$ cat src/hw/rtl/sobel_pkg.sv
// sobel_pkg: shared types and constants for the sobel edge magnitude core
// no dependencies
package sobel_pkg;

  localparam int unsigned MaxWidth  = 2048;
  localparam int unsigned PixBits   = 8;
  localparam int unsigned ColBits   = $clog2(MaxWidth);
  localparam int unsigned LwBits    = 12;
  localparam int unsigned FhBits    = 13;
  localparam int unsigned RowBits   = FhBits + 1;  // row runs one past the drain row
  localparam int unsigned GradBits  = PixBits + 3;  // |g| <= 4*max pixel
  localparam int unsigned SqBits    = 2 * GradBits + 1;
  localparam int unsigned QDepth    = 2;

  localparam logic [LwBits-1:0] LineWidthReset   = LwBits'(640);
  localparam logic [FhBits-1:0] FrameHeightReset = FhBits'(480);

  typedef enum logic [0:0] {
    CFG_LINE_WIDTH   = 1'b0,
    CFG_FRAME_HEIGHT = 1'b1
  } cfg_idx_e;

  typedef enum logic [0:0] {
    OP_PIXEL = 1'b0,
    OP_DRAIN = 1'b1
  } op_e;

  // back end sequencing
  typedef enum logic [2:0] {
    ST_IDLE, ST_READ, ST_PRE, ST_UPD, ST_SQ, ST_ROOT, ST_OUT
  } bst_e;

  // what the front end asks the back end to do with one item
  typedef struct packed {
    logic               pre_emit;   // emit old window as row end before update
    logic               pre_fend;   // that emit is the frame end
    logic               final_only; // final drain: emit only, no update
    logic               col_zero;   // load window with replicated column
    logic               post_emit;  // emit after the shift
    logic               y_ge1;      // write upper store
    logic               y_ge2;      // top comes from upper store
    logic               use_px;     // bottom is the pixel, not mid
    logic [ColBits-1:0] col;
    logic [PixBits-1:0] px;
  } cmd_t;

  // one window column: top, mid, bottom
  typedef struct packed {
    logic [PixBits-1:0] t;
    logic [PixBits-1:0] m;
    logic [PixBits-1:0] b;
  } wcol_t;

  typedef struct packed {
    wcol_t l;
    wcol_t c;
    wcol_t r;
  } win_t;

  typedef struct packed {
    logic [PixBits-1:0] mag;
    logic               row_end;
    logic               frame_end;
  } res_t;

endpackage

$ cat src/hw/rtl/sobel_queue.sv
// sobel_queue: small command fifo between front and back
// depends on sobel_pkg
module sobel_queue (
  input  logic            clk_i,
  input  logic            rst_ni,
  input  logic            in_valid_i,
  output logic            in_ready_o,
  input  sobel_pkg::cmd_t in_i,
  output logic            out_valid_o,
  input  logic            out_ready_i,
  output sobel_pkg::cmd_t out_o
);
  import sobel_pkg::*;

  localparam int unsigned PtrBits = $clog2(QDepth);

  cmd_t               buf_q [QDepth];
  logic [PtrBits-1:0] wp_q, rp_q;
  logic [PtrBits:0]   cnt_q;
  logic               push, pop;

  assign in_ready_o  = (cnt_q != (PtrBits+1)'(QDepth));
  assign out_valid_o = (cnt_q != '0);
  assign out_o       = buf_q[rp_q];
  assign push        = in_valid_i && in_ready_o;
  assign pop         = out_valid_o && out_ready_i;

  always_ff @(posedge clk_i) begin
    if (push) buf_q[wp_q] <= in_i;
  end

  always_ff @(posedge clk_i or negedge rst_ni) begin
    if (!rst_ni) begin
      wp_q  <= '0;
      rp_q  <= '0;
      cnt_q <= '0;
    end else begin
      if (push) wp_q <= wp_q + PtrBits'(1);
      if (pop)  rp_q <= rp_q + PtrBits'(1);
      if (push && !pop) cnt_q <= cnt_q + (PtrBits+1)'(1);
      else if (pop && !push) cnt_q <= cnt_q - (PtrBits+1)'(1);
    end
  end
endmodule

$ cat config.mk
export PLATFORM = sky130hd
export DESIGN_NAME = sobel_queue
export DESIGN_NICKNAME = d
export VERILOG_FILES = /design/src/hw/rtl/sobel_pkg.sv /design/src/hw/rtl/sobel_queue.sv
export SDC_FILE = /design/constraint.sdc
export NUM_CORES = 1
export LEC_CHECK = 0
export BUFFER_PORTS_ARGS = -buffer_cell sky130_fd_sc_hd__clkbuf_2
export CORE_ASPECT_RATIO = 1.5
export CORE_MARGIN = 10
export CORE_UTILIZATION = 55
export DETAILED_ROUTE_END_ITERATION = 16
export MAX_ROUTING_LAYER = met4
export PLACE_DENSITY_LB_ADDON = 0.08
export SYNTH_ARGS = -nofsm -noshare
export SYNTH_HDL_FRONTEND = slang
export SYNTH_SLANG_ARGS = --single-unit
$ cat constraint.sdc
create_clock -name clk_i -period 6.64 [get_ports clk_i]
set_input_delay 1.328 -clock clk_i [delete_from_list [all_inputs] [get_ports clk_i]]
set_output_delay 1.328 -clock clk_i [all_outputs]
set_load 0.05 [all_outputs]
==> impl_metrics.py, run 1 <==
metrics = {
    "clocking": {
        "h-tree-depth": 3,
        "cts_tree": "yes",
        "cts-root-buf": "clkbuf_8",
        "cts_buffers": 9,
        "clk_pin_slew_ns": 0.06,
        "cts.sinks": 58,
        "cts-hold-fix-buffers": 0,
        "clk_path_buf_depth": 2,
        "post_cts_buffers": 0,
        "ctsResizeCount": 0,
        "worstSkewPairLatency_ns": 0.32,
    },
    "timing": {
        "setup_viol": 0,
        "tightest_slew_ns": 0.553,
        "hold_viol": 0,
        "fmaxAchievable_mhz": 333,
        "fin_ws_ns": 3.64,
        "rsz0062_at_grt": "false",
        "maxSlewViolCount": 0,
        "layout_min_cycle_time_ns": 3.00,
        "maxSlewHeadroom_pct": 63.1,
        "fin_crit_sh_pct": 45.3,
        "fin_setup_tns_ns": 0,
        "clock_skew_ns": 0.00476,
    },
    "pwr": {
        "peakVddDrop_mv": 0.377,
        "powerDensity_nw_per_um2": 524,
        "p_leak_nw": 1.12,
    },
    "final_layout": {
        "final_common_cell": "clkbuf_2",
        "regArea_sq_um": 1720,
        "area_delta_synth_final_pct": 21.2,
        "fillers": 301,
        "fin_nets": 204,
        "drive_gt1_share_pct": 55.9,
        "multi_input_area_sq_um": 468,
        "mostFrequentLayoutCells": "59 x clkbuf_2, 54 x edfxtp_1, 19 x mux2_4",
        "n_antenna_cell": 0,
    },
    "place": {
        "place_hpwl_um": 2950,
        "gp_congestion": 0.637,
        "place_ws_ns": 3.95,
        "io_buffers": 59,
    },
    "drt": {
        "antenna_left": 0,
        "vias": 1139,
        "via_per_inst": 5.13,
        "drt-initial-drc-count": 48,
        "wl_per_cell_um": 17.8,
        "dr.pass1.iters": 4,
        "post-route-drc-count": 0,
        "drt-total-wl_um": 3950,
    },
    "grt": {
        "antenna_found_initial": 0,
        "grt_max_degree": 29,
        "grt_pass1_vias": 1307,
        "grt_pass1_wl_um": 6210,
        "overflow": 0,
        "track_usage_pct": 12.0,
    },
    "setup_path": {
        "arrival_ns": 1.68,
        "worstSetupStartpointType": "flip-flop",
        "cp_max_fo": 28,
        "reg2regPathDepth": 4,
        "worstPathRequired_ns": 5.31,
        "rrSetupSlack_ns": 4.79,
        "critPathKind": "reg -> out",
        "endpoint_kind": "output port",
        "r2r_end": "buf_q[0][20]",
        "r2r-start": "cnt_q[0]",
    },
    "synth": {
        "syn_nets": 134,
        "synth.distinct_cells": 15,
        "yosysSeqAreaShare_pct": 76.8,
        "synth_cells": 102,
        "yosysWarningCount": 0,
        "synth-seq-cells": 58,
        "syn_area_sq_um": 2240,
        "syn_avg_cell_area_sq_um": 22.0,
    },
    "floorplan": {
        "initial_core_util_pct": 56.6,
        "core_area_sq_um": 3960,
        "die_w_um": 72.1,
        "rows": 28,
        "ios": 60,
        "die_h_um": 98.2,
        "die_area_sq_um": 7080,
    },
    "outcome": {
        "outcome": "complete, no violations",
    },
    "worst_hold_path": {
        "min_to": "wp_q",
        "whs_path_depth": 1,
        "worstHoldPathType": "reg -> reg",
        "min_from": "wp_q",
    },
    "run": {
        "drv_cap": 0,
    },
}
[worst max-delay path, cell delays in order, from the launching register on]
cell and delay, ns:
dfrtp_1 0.32, buf_4 0.41, mux2_2 0.39, clkbuf_2 0.24
[power by group]
part	switching, W	total [W]	internal, W
Combinational	0.000447	0.000644	0.000198
Clock	0.000115	0.000250	0.000135
Sequential	0.0000281	0.000531	0.000503
[logic make-up after synthesis]
logic type	after synthesis	share of synthesized area, %
fa+ha+maj	1	0.558
simple gates	7	1.51
xor+xnor	5	1.95
buf+inv	4	2.46
flops	58	76.8
mux	27	16.7
[cells in the mapped netlist]
cell type	instances	area [sq um]
nand2_1	2	7.51
buf_12	2	40.0
inv_1	1	3.75
dfrtp_1	4	100
and3_1	1	6.26
xor2_1	2	17.5
or2_1	1	6.26
nand2b_1	1	6.26
nor2_1	2	7.51
ha_1	1	12.5
edfxtp_1	54	1620
mux2_2	8	90.1
buf_6	1	11.3
xnor2_1	3	26.3
mux2_4	19	285
[layout make-up]
type | count | share of cell area, %
tap | 45 | 2.07
sequential | 58 | 63.4
timing repair buffer | 62 | 11.7
clock inverter | 1 | 0.138
multi-input combinational | 40 | 17.2
inverter | 1 | 0.138
clock buffer | 15 | 5.39
[layer usage]
metal  global-route usage, %  share of wire, %
met2                    18.5                53
met3                    5.27               7.9
met4                    6.73               2.1
met1                    12.3                37
met5                       -                 0
[metrics by stage]
step | power, W | instances | util (%) | hold WS [ns] | area, sq um
2_1_floorplan | 0.00109 | 102 | - | 0.456 | 2240
3_3_place_gp | 0.00117 | 206 | 64.9 | 0.472 | 2570
3_5_place_dp | 0.00119 | 206 | 64.9 | 0.503 | 2570
4_1_cts | 0.00145 | 222 | 68.6 | 0.514 | 2720
5_1_grt | 0.00149 | 222 | 68.6 | 0.533 | 2720
6_report | 0.00143 | 222 | 68.6 | 0.509 | 2720
[sequential cells by signal (all words and copies together), names as in the netlist]
register and count:
buf_q 54, rp_q 1, cnt_q 2, wp_q 1
[how the worst max path moves through the flow]
stage,from,to,slack (ns),depth (start not counted)
after floorplan,in_valid_i,buf_q[0][0],3.64,2
after global placement,rp_q,out_o[26],3.98,3
after detailed placement,in_valid_i,buf_q[0][7],3.95,4
after CTS,rp_q,out_o[13],3.60,3
after global routing,rp_q,out_o[26],3.52,3
final,rp_q,out_o[6],3.64,3
Power figures use the tool's default switching activity.
==> run 2: changes to the inputs <==
ABC_AREA = 1   (was unset)
CORE_UTILIZATION = 51   (was 55)
clock period = 2.8 ns   (was 6.64 ns; I/O delays follow)
==> impl_metrics.py, run 2 <==
metrics = {
    "drt": {
        "via_per_inst": 4.90,
        "wl_per_cell_um": 14.7,
        "antenna_left": 0,
        "post-route-drc-count": 0,
        "vias": 1410,
        "drt-total-wl_um": 4230,
        "dr.pass1.iters": 4,
        "drt-initial-drc-count": 113,
    },
    "final_layout": {
        "drive_gt1_share_pct": 34.3,
        "design_area_sq_um": 2700,
        "largest_register_ffs": 54,
        "fin_nets": 269,
        "fillers": 362,
        "final_common_cell": "nand2_1",
        "regMostFlops": "buf_q",
        "mostFrequentLayoutCells": "85 x nand2_1, 59 x clkbuf_2, 54 x edfxtp_1",
        "reg_top3": "buf_q: 54 flops, cnt_q: 2 flops",
        "area_delta_synth_final_pct": 21.2,
        "regArea_sq_um": 1720,
        "multi_input_area_sq_um": 415,
        "n_antenna_cell": 0,
    },
    "clocking": {
        "post_cts_buffers": 0,
        "cts-hold-fix-buffers": 0,
        "cts.sinks": 58,
        "clk_pin_slew_ns": 0.05,
        "h-tree-depth": 3,
        "clk_path_buf_depth": 2,
        "cts_tree": "yes",
        "cts-root-buf": "clkbuf_8",
        "worstSkewPairLatency_ns": 0.33,
        "ctsResizeCount": 0,
        "cts_buffers": 9,
    },
    "setup_path": {
        "critPathKind": "reg -> out",
        "crit_top_cell": "nand2_1",
        "endpoint_kind": "output port",
        "cp_max_fo": 28,
        "reg2regPathDepth": 9,
        "worstSetupStartpointType": "flip-flop",
        "cp_top_family": "buffers and inverters",
        "r2r_end": "cnt_q[1]",
        "cp_num_buf_inv": 2,
        "crit_path_max_incr_delay_ns": 0.38,
        "worstPathRequired_ns": 2.24,
        "rrSetupSlack_ns": 1.39,
        "arrival_ns": 1.55,
        "path_cells": "inv_2 -> nand2_1 -> nand2_1 -> clkbuf_2",
        "cp_slowest_cell": "dfrtp_1",
        "cp.depth": 4,
        "r2r-start": "cnt_q[0]",
    },
    "worst_hold_path": {
        "worstHoldPathType": "in -> async",
    },
    "synth": {
        "synth_edf_count": 54,
        "synth-seq-cells": 58,
        "syn_nets": 201,
        "syn_area_sq_um": 2230,
        "ys_async_sr_fraction_pct": 6.90,
        "yosysMostFrequentCell": "nand2_1",
        "syn_avg_cell_area_sq_um": 13.2,
        "synth.distinct_cells": 15,
        "yosysWarningCount": 0,
        "synth_common_cells": "85 x nand2_1, 54 x edfxtp_1, 6 x nand2_2",
        "ys.flop_type": "edfxtp_1",
        "synth_top_cell_by_area": "edfxtp_1",
        "synthTopCellsByArea": "edfxtp_1 73%, nand2_1 14%, dfrtp_1 4.5%",
        "synth_top_area_share_pct": 72.8,
        "yosysSeqAreaShare_pct": 77.3,
        "synth_cells": 169,
    },
    "timing": {
        "fin_crit_sh_pct": 75.5,
        "maxSlewViolCount": 0,
        "tightest_slew_ns": 0.476,
        "fmaxAchievable_mhz": 473,
        "fin_setup_tns_ns": 0,
        "clock_skew_ns": 0.00839,
        "hold_viol": 0,
        "rsz0062_at_grt": "false",
        "layout_min_cycle_time_ns": 2.11,
        "setup_viol": 0,
        "maxSlewHeadroom_pct": 68.2,
    },
    "grt": {
        "grt_pass1_wl_um": 7020,
        "grt_pass1_vias": 1531,
        "overflow": 0,
        "antenna_found_initial": 0,
        "grt_max_degree": 29,
        "track_usage_pct": 12.8,
    },
    "run": {
        "drv_cap": 0,
    },
    "outcome": {
        "outcome": "complete, no violations",
    },
    "floorplan": {
        "ios": 60,
        "initial_core_util_pct": 52.5,
        "rows": 29,
        "core_area_sq_um": 4250,
        "die_h_um": 101,
        "die_w_um": 74.0,
        "die_area_sq_um": 7460,
    },
    "place": {
        "placed_cell_area_sq_um": 2540,
        "io_buffers": 59,
        "gp_congestion": 0.644,
        "place_hpwl_um": 2960,
    },
}
run 2: cell count changes in the layout (fill, tap and decap cells not counted), moves of 2 or more:
cell,before,now
mux2_2,8,0
inv_1,1,5
inv_2,0,2
xnor2_1,3,1
mux2_4,19,0
nand3_1,0,2
nand2_1,2,85
nand2_2,0,6
run 2: kinds of logic after synthesis:
| logic type | count (synthesis) | synth area share, % |
|---|---|---|
| xor+xnor | 2 | 0.787 |
| fa+ha+maj | 1 | 0.562 |
| buf+inv | 12 | 4.27 |
| flops | 58 | 77.3 |
| simple gates | 96 | 17.1 |
run 2: worst max-delay path by stage:
stage / from / endpoint / slack (ns)
finish: rp_q / out_o[7] / 0.69
CTS: rp_q / out_o[17] / 0.63
global route: rp_q / out_o[13] / 0.50
global placement: rp_q / out_o[13] / 1.06
floorplan: cnt_q[0] / buf_q[0][0] / 0.44
detailed placement: rp_q / out_o[17] / 0.99
run 2: worst register-to-register path: cells and delay by family, from the launching register on:
| family | cells | cell delay [ns] |
|---|---|---|
| DFF | 1 | 0.41 |
| and+or+nand+nor | 5 | 0.34 |
| adders and majority gates | 1 | 0.32 |
| buffers and inverters | 3 | 0.23 |
run 2: through the flow:
step / setup slack, ns / hold WS [ns] / cells / util [%]
2_1_floorplan: 0.441 / 0.264 / 169 / -
3_3_place_gp: 1.06 / 0.371 / 272 / 59.8
3_5_place_dp: 0.987 / 0.378 / 272 / 59.8
4_1_cts: 0.629 / 0.0262 / 288 / 63.6
5_1_grt: 0.502 / 0.0227 / 288 / 63.6
6_report: 0.687 / 0.0371 / 288 / 63.6
run 2: per-layer routing:
metal / global-route usage (%) / vias up / part of all wire, %
met2: 20.7 / 46 / 52
li1: - / 694 / -
met4: 7.05 / 0 / 2.4
met3: 5.42 / 9 / 8.2
met1: 12.6 / 661 / 37
met5: - / - / 0
run 2: layout make-up:
class / count / area share [%]
sequential: 58 / 63.8
multi-input combinational: 99 / 15.4
timing repair buffer: 62 / 11.8
clock buffer: 15 / 5.79
tap: 46 / 2.13
inverter: 7 / 0.973
clock inverter: 1 / 0.185
Power of run 2 is not shown: default switching activity piles up to over one toggle a cycle in this logic, so the estimate is an artifact.
==> run 3: changes to the inputs <==
clock period = 2.2 ns   (was 2.8 ns; I/O delays follow)
==> impl_metrics.py, run 3 (same netlist as run 2, synthesis figures left out) <==
metrics = {
    "final_layout": {
        "fin_nets": 270,
        "largest_register_ffs": 54,
        "n_antenna_cell": 0,
        "mostFrequentLayoutCells": "85 x nand2_1, 59 x clkbuf_2, 54 x edfxtp_1",
        "regMostFlops": "buf_q",
        "drive_gt1_share_pct": 34.2,
        "reg_top3": "buf_q: 54 flops, cnt_q: 2 flops",
        "final_common_cell": "nand2_1",
        "area_delta_synth_final_pct": 21.7,
    },
    "floorplan": {
        "die_h_um": 101,
        "ios": 60,
        "core_area_sq_um": 4250,
        "initial_core_util_pct": 52.5,
        "die_w_um": 74.0,
        "die_area_sq_um": 7460,
        "rows": 29,
    },
    "setup_path": {
        "reg2regPathDepth": 9,
        "critPathKind": "reg -> out",
        "critical_path.endpoint": "out_o[7]",
        "rrSetupSlack_ns": 0.79,
        "arrival_ns": 1.55,
        "r2r_end": "cnt_q[1]",
        "worstPathRequired_ns": 1.76,
        "cp_max_fo": 28,
        "r2r-start": "cnt_q[0]",
        "cp-startpoint": "rp_q",
        "worstSetupStartpointType": "flip-flop",
        "endpoint_kind": "output port",
    },
    "timing": {
        "setup_viol": 0,
        "clock_skew_ns": 0.00835,
        "tightest_slew_ns": 0.476,
        "fmaxAchievable_mhz": 502,
        "rsz0062_at_grt": "false",
        "fin_crit_sh_pct": 90.6,
        "maxSlewViolCount": 0,
        "hold_viol": 0,
        "maxSlewHeadroom_pct": 68.2,
        "hold_ws_ns": 0.301,
        "layout_min_cycle_time_ns": 1.99,
    },
    "drt": {
        "drt-total-wl_um": 4230,
        "antenna_left": 0,
        "wl_per_cell_um": 14.6,
        "via_per_inst": 4.88,
        "vias": 1411,
        "drt-initial-drc-count": 80,
        "post-route-drc-count": 0,
        "dr.pass1.iters": 4,
    },
    "grt": {
        "grt_use_met2_pct": 20.7,
        "overflow": 0,
        "grt.met1_usage_pct": 12.7,
        "grt_max_degree": 29,
        "grt_pass1_wl_um": 7040,
        "grt_busiest_layer": "met2",
        "use_met3_pct": 5.42,
        "antenna_found_initial": 0,
        "grt_pass1_vias": 1527,
        "track_usage_pct": 12.9,
    },
    "pwr": {
        "p_leak_nw": 1.22,
        "power_w": 0.00445,
        "powerDensity_nw_per_um2": 1640,
        "peakVddDrop_mv": 1.22,
    },
    "run": {
        "drv_cap": 0,
    },
    "clocking": {
        "worstSkewPairLatency_ns": 0.33,
        "ctsResizeCount": 0,
        "cts-root-buf": "clkbuf_8",
        "clk_path_buf_depth": 2,
        "cts_buffers": 9,
        "post_cts_buffers": 0,
        "cts_tree": "yes",
        "cts.sinks": 58,
        "clk_pin_slew_ns": 0.06,
        "h-tree-depth": 3,
        "cts-hold-fix-buffers": 1,
    },
    "place": {
        "gp_congestion": 0.644,
        "place_hpwl_um": 2960,
        "io_buffers": 59,
    },
    "outcome": {
        "outcome": "complete, no violations",
    },
    "worst_hold_path": {
        "worstHoldPathType": "in -> reg",
    },
}
[run 3: cell types whose count changed in the layout (fill, tap and decap cells not counted)]
cell and delta:
dlygate4sd3_1 +1
[run 3: per-stage QoR]
| step | TNS [ns] | setup slack [ns] | cells | area (sq um) | utilization, % |
|---|---|---|---|---|---|
| 3_3_place_gp | 0 | 0.577 | 272 | 2540 | 59.8 |
| 3_5_place_dp | 0 | 0.507 | 272 | 2540 | 59.8 |
| 2_1_floorplan | -8.59 | -0.159 | 169 | 2230 | - |
| 6_report | 0 | 0.207 | 289 | 2710 | 63.8 |
| 5_1_grt | 0 | 0.0223 | 289 | 2710 | 63.8 |
| 4_1_cts | 0 | 0.149 | 289 | 2710 | 63.8 |
[run 3: area by class of cell]
type                       instances  area [sq um]
sequential                        58          1720
fill                             358          1540
multi-input combinational         99           415
timing repair buffer              63           328
clock buffer                      15           156
tap                               46          57.6
inverter                           7          26.3
clock inverter                     1          5.00
[run 3: worst min-delay path by stage]
stage | start | end | slack (ns) | cells past startpoint
2_1_floorplan | rst_ni | cnt_q[0] | 0.14 | 0
3_3_place_gp | rst_ni | wp_q | 0.25 | 1
3_5_place_dp | rst_ni | wp_q | 0.26 | 1
4_1_cts | in_i[6] | buf_q[1][6] | 0.28 | 1
5_1_grt | in_i[23] | buf_q[1][23] | 0.29 | 1
6_report | in_i[6] | buf_q[1][6] | 0.30 | 1
[run 3: power by group]
part / internal (W) / total [W] / switching (W)
sequential: 0.00152 / 0.00160 / 0.0000814
clock: 0.000439 / 0.000791 / 0.000352
combinational: 0.000405 / 0.00206 / 0.00165
total: 0.00236 / 0.00445 / 0.00209
[run 3: routing by layer]
layer  part of all wire, %  wire [um]
met4                   2.4        103
met3                   8.2        345
met5                     0          0
met2                    52       2200
met1                    37       1580
[run 3: critical path: stages (launching register included)]
cell,delay (ns)
dfrtp_1,0.38
inv_2,0.36
nand2_1,0.11
nand2_1,0.09
clkbuf_2,0.27
