$ cat src/hw/rtl/sobel_pkg.sv
// sobel_pkg: shared types and constants for the sobel edge magnitude core
// no dependencies
package sobel_pkg;

  localparam int unsigned MaxWidth  = 2048;
  localparam int unsigned PixBits   = 8;
  localparam int unsigned ColBits   = $clog2(MaxWidth);
  localparam int unsigned LwBits    = 12;
  localparam int unsigned FhBits    = 13;
  localparam int unsigned RowBits   = FhBits + 1;  // row runs one past the drain row
  localparam int unsigned GradBits  = PixBits + 3;  // |g| <= 4*max pixel
  localparam int unsigned SqBits    = 2 * GradBits + 1;
  localparam int unsigned QDepth    = 2;

  localparam logic [LwBits-1:0] LineWidthReset   = LwBits'(640);
  localparam logic [FhBits-1:0] FrameHeightReset = FhBits'(480);

  typedef enum logic [0:0] {
    CFG_LINE_WIDTH   = 1'b0,
    CFG_FRAME_HEIGHT = 1'b1
  } cfg_idx_e;

  typedef enum logic [0:0] {
    OP_PIXEL = 1'b0,
    OP_DRAIN = 1'b1
  } op_e;

  // back end sequencing
  typedef enum logic [2:0] {
    ST_IDLE, ST_READ, ST_PRE, ST_UPD, ST_SQ, ST_ROOT, ST_OUT
  } bst_e;

  // what the front end asks the back end to do with one item
  typedef struct packed {
    logic               pre_emit;   // emit old window as row end before update
    logic               pre_fend;   // that emit is the frame end
    logic               final_only; // final drain: emit only, no update
    logic               col_zero;   // load window with replicated column
    logic               post_emit;  // emit after the shift
    logic               y_ge1;      // write upper store
    logic               y_ge2;      // top comes from upper store
    logic               use_px;     // bottom is the pixel, not mid
    logic [ColBits-1:0] col;
    logic [PixBits-1:0] px;
  } cmd_t;

  // one window column: top, mid, bottom
  typedef struct packed {
    logic [PixBits-1:0] t;
    logic [PixBits-1:0] m;
    logic [PixBits-1:0] b;
  } wcol_t;

  typedef struct packed {
    wcol_t l;
    wcol_t c;
    wcol_t r;
  } win_t;

  typedef struct packed {
    logic [PixBits-1:0] mag;
    logic               row_end;
    logic               frame_end;
  } res_t;

endpackage

$ cat src/hw/rtl/sobel_front.sv
// sobel_front: raster position tracking and item classification
// depends on sobel_pkg
module sobel_front (
  input  logic                        clk_i,
  input  logic                        rst_ni,
  input  logic                        valid_i,
  output logic                        ready_o,
  input  logic                        op_i,
  input  logic [sobel_pkg::PixBits-1:0] px_i,
  input  logic [sobel_pkg::LwBits-1:0]  line_width_i,
  input  logic [sobel_pkg::FhBits-1:0]  frame_height_i,
  output logic                        cmd_valid_o,
  input  logic                        cmd_ready_i,
  output sobel_pkg::cmd_t             cmd_o
);
  import sobel_pkg::*;

  logic [ColBits-1:0] col_q, col_d;
  logic [RowBits-1:0] row_q, row_d;
  logic [LwBits-1:0]  w_eff;
  logic [FhBits-1:0]  h_eff;
  logic [ColBits-1:0] x, wlast;
  logic               drain_due, is_final, useful;
  cmd_t               c;

  always_comb begin
    w_eff = (line_width_i == '0) ? LwBits'(1) : line_width_i;
    if (w_eff > LwBits'(MaxWidth)) w_eff = LwBits'(MaxWidth);
    h_eff = (frame_height_i == '0) ? FhBits'(1) : frame_height_i;
    wlast = ColBits'(w_eff - LwBits'(1));
    x     = (col_q > wlast) ? wlast : col_q;
    drain_due = (row_q >= RowBits'(h_eff));
    is_final  = (row_q > RowBits'(h_eff));
    useful    = drain_due ? (op_i == OP_DRAIN) : (op_i == OP_PIXEL);

    c = '0;
    c.col        = x;
    c.px         = px_i;
    c.use_px     = !drain_due;
    c.y_ge1      = (row_q >= RowBits'(1));
    c.y_ge2      = (row_q >= RowBits'(2));
    c.final_only = is_final;
    c.col_zero   = (x == '0);
    c.pre_emit   = is_final || ((x == '0) && c.y_ge2);
    c.pre_fend   = is_final;
    c.post_emit  = !is_final && (x != '0) && c.y_ge1;

    col_d = col_q;
    row_d = row_q;
    if (is_final) begin
      col_d = '0;
      row_d = '0;
    end else if (x == wlast) begin
      col_d = '0;
      row_d = row_q + RowBits'(1);
    end else begin
      col_d = x + ColBits'(1);
    end
  end

  // ignored items are taken without queue space
  assign ready_o     = cmd_ready_i || !useful;
  assign cmd_valid_o = valid_i && useful;
  assign cmd_o       = c;

  always_ff @(posedge clk_i or negedge rst_ni) begin
    if (!rst_ni) begin
      col_q <= '0;
      row_q <= '0;
    end else if (valid_i && useful && cmd_ready_i) begin
      col_q <= col_d;
      row_q <= row_d;
    end
  end
endmodule

$ cat config.mk
export PLATFORM = sky130hd
export DESIGN_NAME = sobel_front
export DESIGN_NICKNAME = d
export VERILOG_FILES = /design/src/hw/rtl/sobel_pkg.sv /design/src/hw/rtl/sobel_front.sv
export SDC_FILE = /design/constraint.sdc
export NUM_CORES = 1
export LEC_CHECK = 0
export BUFFER_PORTS_ARGS = -buffer_cell sky130_fd_sc_hd__buf_2
export CORE_ASPECT_RATIO = 0.5
export CORE_MARGIN = 8
export CORE_UTILIZATION = 40
export DETAILED_ROUTE_END_ITERATION = 8
export GPL_TIMING_DRIVEN = 0
export MAX_ROUTING_LAYER = met4
export PLACE_DENSITY = 0.59
export RECOVER_POWER = 100
export SETUP_SLACK_MARGIN = 0.05
export SYNTH_ARGS = -nofsm -noshare
export SYNTH_HDL_FRONTEND = slang
export SYNTH_SLANG_ARGS = --single-unit
$ cat constraint.sdc
create_clock -name clk_i -period 9.1 [get_ports clk_i]
set_input_delay 1.365 -clock clk_i [delete_from_list [all_inputs] [get_ports clk_i]]
set_output_delay 1.365 -clock clk_i [all_outputs]
set_load 0.01 [all_outputs]
==> metrics.md, run 1 <==
| Metric | Value |
|---|---|
| Outcome | `complete, no violations` |
| Root buffer cell | `clkbuf_16` |
| Critical path type | `input pin to output pin` |
| Final Hold Fails | `0` |
| Pwr dens | `107 nW/um2` |
| Netlist cell types | `56` |
| Initial antenna violation count | `0` |
| First-pass GRT wire length | `14.7 mm` |
| Synth area leaders | `dfrtp_1 20%, ha_1 13%, inv_1 4.1%` |
| Worst Max-Slew Pin Slew | `1.42 ns` |
| Critical Path RT | `7.74 ns` |
| Most frequent cells in the layout | `38 x clkbuf_1, 34 x inv_1, 34 x nand2_1` |
| Post-layout nets | `534` |
| CP max-delay cell | `or4_1` |
| Die Wd | `140 um` |
| Post-CTS Hold Fix Bufs | `0` |
| CP max FO | `10` |
| Number of global-route vias before repair | `3085` |
| CP Capture Type | `output pin` |
| # rows | `22` |
| Sw Share | `0.376` |
| Post-synth EDFFs | `0` |
| Share of layout cells above drive strength 1 | `0.125` |
| Clock transition at path regs | `0.07 ns` |
| Sequential Power Share | `0.351` |
| Worst path top cell family by delay | `compound AO/OA/AOI/OAI gates` |
| First DRT Iteration DRCs | `178` |
| Mean Syn Cell Area | `7.69 um2` |
| Cell chain of the critical path | `clkbuf_1 -> nor4_1 -> and3_1 -> o21a_1 -> inv_1 -> ha_1 -> or3b_2 -> o41ai_1 -> a31oi_2 -> ha_1 -> a21oi_1 -> o21ai_0 -> a2111oi_2 -> clkbuf_1 -> nor2_1 -> clkbuf_1 -> o21ai_0 -> ha_1 -> nand2_1 -> or4_1 -> o21ai_0 -> buf_2` |
| Peak supply drop | `76.7 uV` |
| Startpoint Class | `input pin` |
| CTS Sinks | `25` |
| First-pass iteration count of the detailed router | `4` |
| Clock buffer depth | `2` |
| Grt ovf | `0` |
| Top_reg_cell synth | `dfrtp_1` |
| Largest net degree at the start of global routing | `26` |
| DPL Wire Length | `6.84 mm` |
| Syn Inst Count | `403` |
| WL/cell | `15.4 um` |
| Fin crit period | `8.43 ns` |
| Commonest non-fill, non-tap cell in the layout | `clkbuf_1` |
| H-tree levels | `1` |
| Max-cap viol count | `0` |
| Sw power | `0.000144 W` |
| Final setup viols | `0` |
| Syn_nets | `472` |
| Fin. max-slew vios | `0` |
| Clk_skew | `0.00279 ns` |
| Fmax achieved | `119 MHz` |
| Fraction of registers with async set/reset | `1.00` |
| Syn Std Cell Area | `3100 um2` |
| # DRC | `0` |
| Crit path buffers/inverters | `5` |
| DIE AREA | `11000 um2` |
| Fraction of synthesized cell area taken by the top area cell type | `0.202` |
| Final GP Congestion | `0.893` |
| Dominant cell type by area after synthesis | `dfrtp_1` |
| YS warnings | `0` |
| Port bufs | `57` |
| Core area | `7430 um2` |
| Total CTS buffers | `3` |
| Worst hold path type | `flip-flop to flip-flop` |
| RSZ-0062 raised after global routing | `no` |
| Final setup TNS | `0 ns` |
| Antenna diodes | `0` |
| Pre-CTS setup slack | `0.342 ns` |
| Final wirelength | `8.64 mm` |
| Final worst slack | `0.674 ns` |
| Via density per instance | `5.75` |
| Comb power frac | `0.386` |
| Area delta synth->final | `14.7%` |
| Sequential cell area fraction in the yosys report | `0.202` |
| Clock power share | `0.263` |
| Detail Route Antenna Nets | `0` |
| Clk_lat worst skew | `0.26 ns` |
| Max transition margin | `0.0509` |
| Setup bufs post-CTS | `0` |
| CTS tree | `yes` |
| Crit path largest cell delay | `0.59 ns` |
| Gr usage total | `0.160` |
| # IOs | `67` |
| Synthesized flop and latch total | `25` |
| WP data arrival | `7.06 ns` |
| Die height | `78.2 um` |
| Via Count | `3222` |
| Internal power | `0.000239 W` |
| Final Cycle Share | `0.926` |
| Leak Pwr | `1.58 nW` |
| Initial Util | `0.417` |
| PostCTS Resize Cnt | `0` |
==> sequential cells by signal, summed over array words and instances, names as in the netlist <==
name   count
row_q     14
col_q     11
==> cells by family after synthesis <==
logic type	Yosys count	synth area share
and+or+nand+nor	170	0.295
AOI/OAI and AO/OA	93	0.210
buffers and inverters	56	0.0852
adders and majority gates	31	0.125
DFF	25	0.202
xor gates and xnor gates	20	0.0565
muxes	8	0.0262
==> Yosys cell counts (all sizes together) (12+ instances only) <==
library cell / instances
ha: 31
nand3: 21
inv: 34
nor4: 15
buf: 13
nand4: 14
nor2: 26
xnor2: 12
a21oi: 21
nor3: 21
o21ai: 16
nand2: 34
dfrtp: 25
==> through the flow <==
step	power [W]	hold WS [ns]	cells	area [um2]	util
final	0.000382	0.576	560	3550	0.478
after global routing	0.000413	0.597	560	3550	0.478
after CTS	0.000390	0.571	560	3580	0.482
after detailed placement	0.000287	0.543	556	3500	0.472
after global placement	0.000286	0.555	556	3500	0.472
after floorplan	0.000231	0.509	403	3100	-
==> area by class of cell <==
| class | instances | area [um2] |
|---|---|---|
| clock inverters | 1 | 5.00 |
| well taps | 96 | 120 |
| clock buffers | 3 | 75.1 |
| plain buffers | 22 | 128 |
| flip-flops and latches | 25 | 626 |
| fillers | 760 | 3880 |
| inverters | 34 | 128 |
| multi-input cells | 322 | 2220 |
| repair buffers | 57 | 251 |
==> path summary, 6_finish.rpt <==
path | from | endpoint | slack, ns | cells past startpoint
max | line_width_i[0] | cmd_o[26] | 0.67 | 22
min | row_q[13] | row_q[13] | 0.58 | 1
max reg2reg | col_q[6] | col_q[8] | 4.76 | 16
min reg2reg | row_q[13] | row_q[13] | 0.58 | 1
max in group asynchronous | rst_ni | row_q[2] | 6.84 | 1
min in group asynchronous | rst_ni | row_q[12] | 1.43 | 1
==> power by group through the flow <==
stage,combinational [W],clock [W],sequential [W]
floorplan,0.000101,0,0.000130
global placement,0.000151,0,0.000135
detailed placement,0.000152,0,0.000135
CTS,0.000152,0.000105,0.000133
global route,0.000169,0.000110,0.000135
finish,0.000148,0.000100,0.000134
==> metal layers <==
| layer | routed length (um) | vias to the layer above | global-route usage |
|---|---|---|---|
| met3 | 438 | 4 | 0.0247 |
| li1 | - | 1621 | - |
| met2 | 3840 | 85 | 0.269 |
| met5 | 0 | - | - |
| met4 | 57 | 0 | 0.0266 |
| met1 | 4300 | 1512 | 0.204 |
(Power assumes the default switching activity.)
==> run 2: changes to the inputs <==
ABC_CLOCK_PERIOD_IN_PS = 9100   (was default)
BUFFER_PORTS_ARGS = -buffer_cell sky130_fd_sc_hd__buf_4   (was -buffer_cell sky130_fd_sc_hd__buf_2)
==> metrics.md, run 2 (same netlist as run 1, synthesis figures left out) <==
| Metric | Value |
|---|---|
| Area after DPL | `3650 um2 (was 3500 um2)` |
| Clk_skew | `0.00254 ns (was 0.00279 ns)` |
| Sw Share | `0.382 (was 0.376)` |
| Via Count | `3271 (was 3222)` |
| Pwr dens | `108 nW/um2 (was 107 nW/um2)` |
| Antenna diodes | `0 (unchanged)` |
| First-pass iteration count of the detailed router | `5 (was 4)` |
| Detail Route Antenna Nets | `0 (unchanged)` |
| Final Hold Fails | `0 (unchanged)` |
| Most frequent cells in the layout | `39 x clkbuf_1, 37 x buf_4, 34 x inv_1, 34 x nand2_1, 31 x ha_1 (was 38 x clkbuf_1, 34 x inv_1, 34 x nand2_1)` |
| Cell chain of the critical path | `clkbuf_1 -> nor4_1 -> and3_1 -> o21a_1 -> inv_1 -> ha_1 -> or3b_2 -> o41ai_1 -> a31oi_2 -> ha_1 -> a21oi_1 -> o21ai_0 -> a2111oi_2 -> clkbuf_1 -> nor2_1 -> clkbuf_1 -> o21ai_0 -> ha_1 -> nand2_1 -> or4_1 -> o21ai_0 -> clkbuf_1 (was clkbuf_1 -> nor4_1 -> and3_1 -> o21a_1 -> inv_1 -> ha_1 -> or3b_2 -> o41ai_1 -> a31oi_2 -> ha_1 -> a21oi_1 -> o21ai_0 -> a2111oi_2 -> clkbuf_1 -> nor2_1 -> clkbuf_1 -> o21ai_0 -> ha_1 -> nand2_1 -> or4_1 -> o21ai_0 -> buf_2)` |
| Fin crit period | `8.61 ns (was 8.43 ns)` |
| Min-Delay Path Depth | `1 (unchanged)` |
| Gr usage total | `0.168 (was 0.160)` |
| Core area | `7430 um2 (unchanged)` |
| Max transition margin | `0.0303 (was 0.0509)` |
| Internal power | `0.000242 W (was 0.000239 W)` |
| Clock transition at path regs | `0.07 ns (about the same)` |
| Clock buffer depth | `2 (unchanged)` |
| First-pass GRT wire length | `15.5 mm (was 14.7 mm)` |
| R2R setup slack | `4.71 ns (was 4.76 ns)` |
| WP data arrival | `7.25 ns (was 7.06 ns)` |
| Post-CTS Hold Fix Bufs | `0 (unchanged)` |
| Reg with most FFs | `row_q (unchanged)` |
| H-tree levels | `1 (unchanged)` |
| Worst setup path end | `cmd_o[26] (unchanged)` |
| Reg2reg path depth | `16 (unchanged)` |
| Commonest non-fill, non-tap cell in the layout | `clkbuf_1 (unchanged)` |
| Clk_lat worst skew | `0.26 ns (about the same)` |
| Total CTS buffers | `3 (unchanged)` |
| Initial antenna violation count | `0 (unchanged)` |
| # DRC | `0 (unchanged)` |
| CTS Sinks | `25 (unchanged)` |
| Worst R2R End | `col_q[8] (unchanged)` |
| Fin. max-slew vios | `0 (unchanged)` |
| Final setup TNS | `0 ns (unchanged)` |
| Max-cap viol count | `0 (unchanged)` |
| Crit path largest cell delay | `0.61 ns (was 0.59 ns)` |
| # IOs | `67 (unchanged)` |
| RSZ-0062 raised after global routing | `no (unchanged)` |
| Number of global-route vias before repair | `3306 (was 3085)` |
| Post-layout nets | `534 (unchanged)` |
| Max FFs per register | `14 (unchanged)` |
| Via density per instance | `5.84 (was 5.75)` |
| Clock power share | `0.267 (was 0.263)` |
| CTS tree | `yes (unchanged)` |
| Reg2reg start | `col_q[6] (unchanged)` |
| Final setup viols | `0 (unchanged)` |
| Final GP Congestion | `0.915 (was 0.893)` |
| Largest net degree at the start of global routing | `26 (unchanged)` |
| WL/cell | `16.2 um (was 15.4 um)` |
| DIE AREA | `11000 um2 (unchanged)` |
| Die height | `78.2 um (unchanged)` |
| Fmax achieved | `116 MHz (was 119 MHz)` |
| Critical Path RT | `7.74 ns (about the same)` |
| Post-route cell area | `3630 um2 (was 3550 um2)` |
| Sw power | `0.000150 W (was 0.000144 W)` |
| Port bufs | `57 (unchanged)` |
| Worst hold path type | `flip-flop to flip-flop (unchanged)` |
| Hold_sp | `col_q[0] (was row_q[13])` |
| Grt ovf | `0 (unchanged)` |
| Critical path type | `input pin to output pin (unchanged)` |
| Startpoint Class | `input pin (unchanged)` |
| # rows | `22 (unchanged)` |
| Worst Max-Slew Pin Slew | `1.45 ns (was 1.42 ns)` |
| CP max FO | `10 (unchanged)` |
| Most used cell, CP | `clkbuf_1` |
| CP max-delay cell | `or4_1 (unchanged)` |
| CP Capture Type | `output pin (unchanged)` |
| Largest registers | `row_q: 14 flops, col_q: 11 flops (unchanged)` |
| Outcome | `complete, no violations (unchanged)` |
| Fill count | `768 (was 760)` |
| Area delta synth->final | `17.1% (was 14.7%)` |
| Share of layout cells above drive strength 1 | `0.123 (was 0.125)` |
| Final wirelength | `9.07 mm (was 8.64 mm)` |
| Sequential Power Share | `0.339 (was 0.351)` |
| Setup bufs post-CTS | `0 (unchanged)` |
| Final Cycle Share | `0.947 (was 0.926)` |
| Initial Util | `0.417 (unchanged)` |
| Die Wd | `140 um (unchanged)` |
| Comb power frac | `0.393 (was 0.386)` |
| Leak Pwr | `1.60 nW (was 1.58 nW)` |
| Root buffer cell | `clkbuf_16 (unchanged)` |
| Peak supply drop | `89.4 uV (was 76.7 uV)` |
| DPL Wire Length | `7.13 mm (was 6.84 mm)` |
| First DRT Iteration DRCs | `187 (was 178)` |
| Worst setup path startpoint | `line_width_i[0] (unchanged)` |
[run 2: cell types whose count changed in the layout (fill, tap and decap cells not counted)]
cell        previous run  this run
clkbuf_1              38        39
buf_2                 30         0
buf_4                  8        37
clkinv_2               1         0
clkinvlp_4             0         1
[run 2: area by class of cell]
cell class,count,area [um2],area share
buffer,22,128,0.0352
sequential,25,626,0.172
multi-input combinational,322,2220,0.612
timing repair buffer,57,323,0.0890
tap,96,120,0.0331
inverter,34,128,0.0352
clock buffer,3,75.1,0.0207
clock inverter,1,7.51,0.00207
[run 2: power by group through the flow]
stage | logic (W) | clock network [W] | registers, W
finish | 0.000154 | 0.000105 | 0.000133
global route | 0.000172 | 0.000111 | 0.000134
CTS | 0.000169 | 0.000107 | 0.000132
detailed placement | 0.000168 | 0 | 0.000135
global placement | 0.000164 | 0 | 0.000134
floorplan | 0.000101 | 0 | 0.000130
[run 2: metal layers]
layer	vias to the layer above	GRT usage	routed length, um
met5	-	-	0
met4	0	0.0447	142
met3	16	0.0302	496
met2	106	0.285	4110
met1	1532	0.205	4330
li1	1617	-	-
[run 2: worst max-delay path, delay by kind of cell]
| kind | cells | cell delay [ns] |
|---|---|---|
| adders and majority gates | 3 | 0.86 |
| AOI/OAI and AO/OA | 8 | 2.03 |
| buffers and inverters | 5 | 1.08 |
| and+or+nand+nor | 6 | 1.89 |
[run 2: worst min path at each step]
stage,endpoint,slack (ns)
floorplan,row_q[13],0.51
global placement,col_q[0],0.55
detailed placement,row_q[13],0.55
CTS,col_q[0],0.57
global route,row_q[13],0.58
finish,col_q[0],0.57
[run 2: per-stage QoR]
stage / setup WS, ns / hold WS [ns] / util / total power [W] / std cells
finish: 0.486 / 0.566 / 0.488 / 0.000392 / 560
global route: 0.0443 / 0.579 / 0.488 / 0.000418 / 560
CTS: 0.162 / 0.567 / 0.502 / 0.000409 / 560
detailed placement: 0.212 / 0.546 / 0.491 / 0.000302 / 556
global placement: 0.340 / 0.545 / 0.491 / 0.000299 / 556
floorplan: 1.52 / 0.509 / - / 0.000231 / 403
[run 2: repair_timing]
action                                 CTS  global route
gates resized for setup                  0             3
setup endpoints to repair                0             3
endpoints found under the hold margin    0             0
==> run 3: changes to the inputs <==
PLACE_DENSITY = default   (was 0.59)
PLACE_DENSITY_LB_ADDON = 0.12   (was default)
RECOVER_POWER = default   (was 100)
==> metrics.md, run 3 (same netlist as run 1, synthesis figures left out) <==
| Metric | Value |
|---|---|
| Outcome | `complete, no violations (unchanged)` |
| # IOs | `67 (unchanged)` |
| First DRT Iteration DRCs | `219 (was 187)` |
| Peak supply drop | `60.1 uV (was 89.4 uV)` |
| Critical path type | `input pin to output pin (unchanged)` |
| CTS Sinks | `25 (unchanged)` |
| CTS tree | `yes (unchanged)` |
| Final setup viols | `0 (unchanged)` |
| WL/cell | `15.5 um (was 16.2 um)` |
| Fmax achieved | `119 MHz (was 116 MHz)` |
| Final wirelength | `8.69 mm (was 9.07 mm)` |
| Number of global-route vias before repair | `3071 (was 3306)` |
| # rows | `22 (unchanged)` |
| Area delta synth->final | `20.6% (was 17.1%)` |
| Die Wd | `140 um (unchanged)` |
| Fill count | `766 (was 768)` |
| Worst Max-Slew Pin Slew | `0.889 ns (was 1.45 ns)` |
| First-pass iteration count of the detailed router | `4 (was 5)` |
| Share of layout cells above drive strength 1 | `0.185 (was 0.123)` |
| Total CTS buffers | `3 (unchanged)` |
| Via density per instance | `5.68 (was 5.84)` |
| H-tree levels | `1 (unchanged)` |
| Post-CTS Hold Fix Bufs | `0 (unchanged)` |
| Fin Hold WS | `0.569 ns (was 0.566 ns)` |
| Leak Pwr | `1.71 nW (was 1.60 nW)` |
| Final setup TNS | `0 ns (unchanged)` |
| CP Capture Type | `output pin (unchanged)` |
| Clock transition at path regs | `0.06 ns (was 0.07 ns)` |
| Port bufs | `57 (unchanged)` |
| Max-cap viol count | `0 (unchanged)` |
| Die height | `78.2 um (unchanged)` |
| Largest net degree at the start of global routing | `26 (unchanged)` |
| Worst hold path type | `flip-flop to flip-flop (unchanged)` |
| Pwr dens | `107 nW/um2 (was 108 nW/um2)` |
| Via Count | `3179 (was 3271)` |
| Critical Path RT | `7.74 ns (about the same)` |
| RSZ-0062 raised after global routing | `no (unchanged)` |
| Antenna diodes | `0 (unchanged)` |
| Final worst slack | `0.681 ns (was 0.486 ns)` |
| Grt ovf | `0 (unchanged)` |
| Max transition margin | `0.403 (was 0.0303)` |
| Gr usage total | `0.163 (was 0.168)` |
| DIE AREA | `11000 um2 (unchanged)` |
| Initial antenna violation count | `0 (unchanged)` |
| # DRC | `0 (unchanged)` |
| Max FFs per register | `14 (unchanged)` |
| Fin. max-slew vios | `0 (unchanged)` |
| Pre-CTS setup slack | `0.332 ns (was 0.212 ns)` |
| Detail Route Antenna Nets | `0 (unchanged)` |
| CP max FO | `10 (unchanged)` |
| Final Hold Fails | `0 (unchanged)` |
| Startpoint Class | `input pin (unchanged)` |
| First-pass GRT wire length | `15.1 mm (was 15.5 mm)` |
| WP data arrival | `7.05 ns (was 7.25 ns)` |
| Final Cycle Share | `0.925 (was 0.947)` |
| Clock buffer depth | `2 (unchanged)` |
| Clk_skew | `0.00712 ns (was 0.00254 ns)` |
| Most frequent cells in the layout | `67 x buf_4, 34 x inv_1, 34 x nand2_1 (was 39 x clkbuf_1, 37 x buf_4, 34 x inv_1, 34 x nand2_1, 31 x ha_1)` |
| Commonest non-fill, non-tap cell in the layout | `buf_4 (was clkbuf_1)` |
| Post-layout nets | `534 (unchanged)` |
| Core area | `7430 um2 (unchanged)` |
| Initial Util | `0.417 (unchanged)` |
| Root buffer cell | `clkbuf_16 (unchanged)` |
| Largest registers | `row_q: 14 flops, col_q: 11 flops (unchanged)` |
| Final GP Congestion | `0.849 (was 0.915)` |
| Reg with most FFs | `row_q (unchanged)` |
| Clk_lat worst skew | `0.26 ns (about the same)` |
| DPL Wire Length | `6.89 mm (was 7.13 mm)` |
| Fin crit period | `8.42 ns (was 8.61 ns)` |
## run 3: per-layer routing
| metal | GRT usage | share of wire | vias to the layer above |
|---|---|---|---|
| met5 | - | 0 | - |
| met4 | 0.0330 | 0.0058 | 0 |
| met3 | 0.0247 | 0.048 | 4 |
| met2 | 0.261 | 0.44 | 73 |
| met1 | 0.216 | 0.51 | 1483 |
| li1 | - | - | 1619 |
## run 3: worst max-delay path: stages
cell       delay, ns
buf_4           0.13
nor4_4          0.42
and3_1          0.27
o21a_1          0.21
inv_1           0.10
ha_1            0.28
or3b_2          0.27
o41ai_1         0.08
a31oi_2         0.36
ha_1            0.34
a21oi_1         0.13
o21ai_0         0.09
a2111oi_1       0.59
clkbuf_1        0.39
nor2_1          0.21
clkbuf_1        0.30
o21ai_1         0.29
ha_1            0.21
nand2_1         0.07
or4_1           0.59
and3_1          0.20
buf_4           0.14
## run 3: per-stage QoR
step	instance area, um2	util	cells	total power, W
2_1_floorplan	3100	-	403	0.000231
3_3_place_gp	3650	0.491	556	0.000301
3_5_place_dp	3650	0.491	556	0.000302
4_1_cts	3730	0.502	560	0.000406
5_1_grt	3740	0.503	560	0.000431
6_report	3740	0.503	560	0.000401
## run 3: repair_timing
item                                    CTS  global route
endpoints found under the setup margin    0             3
buffers inserted                          0             0
gates resized for setup                   0             3
## run 3: final timing paths
path	startpoint	end	slack (ns)	depth (start not counted)
max in group asynchronous	rst_ni	row_q[5]	7.82	1
hold / removal	row_q[13]	row_q[13]	0.57	1
setup / recovery	line_width_i[8]	cmd_o[22]	0.68	22
min in group asynchronous	rst_ni	row_q[8]	1.01	1
hold reg to reg	row_q[13]	row_q[13]	0.57	1
setup reg to reg	col_q[2]	col_q[10]	4.68	16
## run 3: cell type report
type | instances | area [um2] | share of cell area
plain buffers | 22 | 136 | 0.0365
clock buffers | 3 | 75.1 | 0.0201
clock inverters | 1 | 7.51 | 0.00201
inverters | 34 | 128 | 0.0341
multi-input cells | 322 | 2220 | 0.593
flip-flops and latches | 25 | 626 | 0.167
well taps | 96 | 120 | 0.0321
repair buffers | 57 | 428 | 0.114
## run 3: report_power, final
group | total (W) | switching, W | leakage, nW | internal [W]
Sequential | 0.000133 | 0.0000149 | 0.329 | 0.000118
Combinational | 0.000167 | 0.0000891 | 1.34 | 0.0000781
Clock | 0.000101 | 0.0000415 | 0.0371 | 0.0000597
Total | 0.000401 | 0.000145 | 1.71 | 0.000256
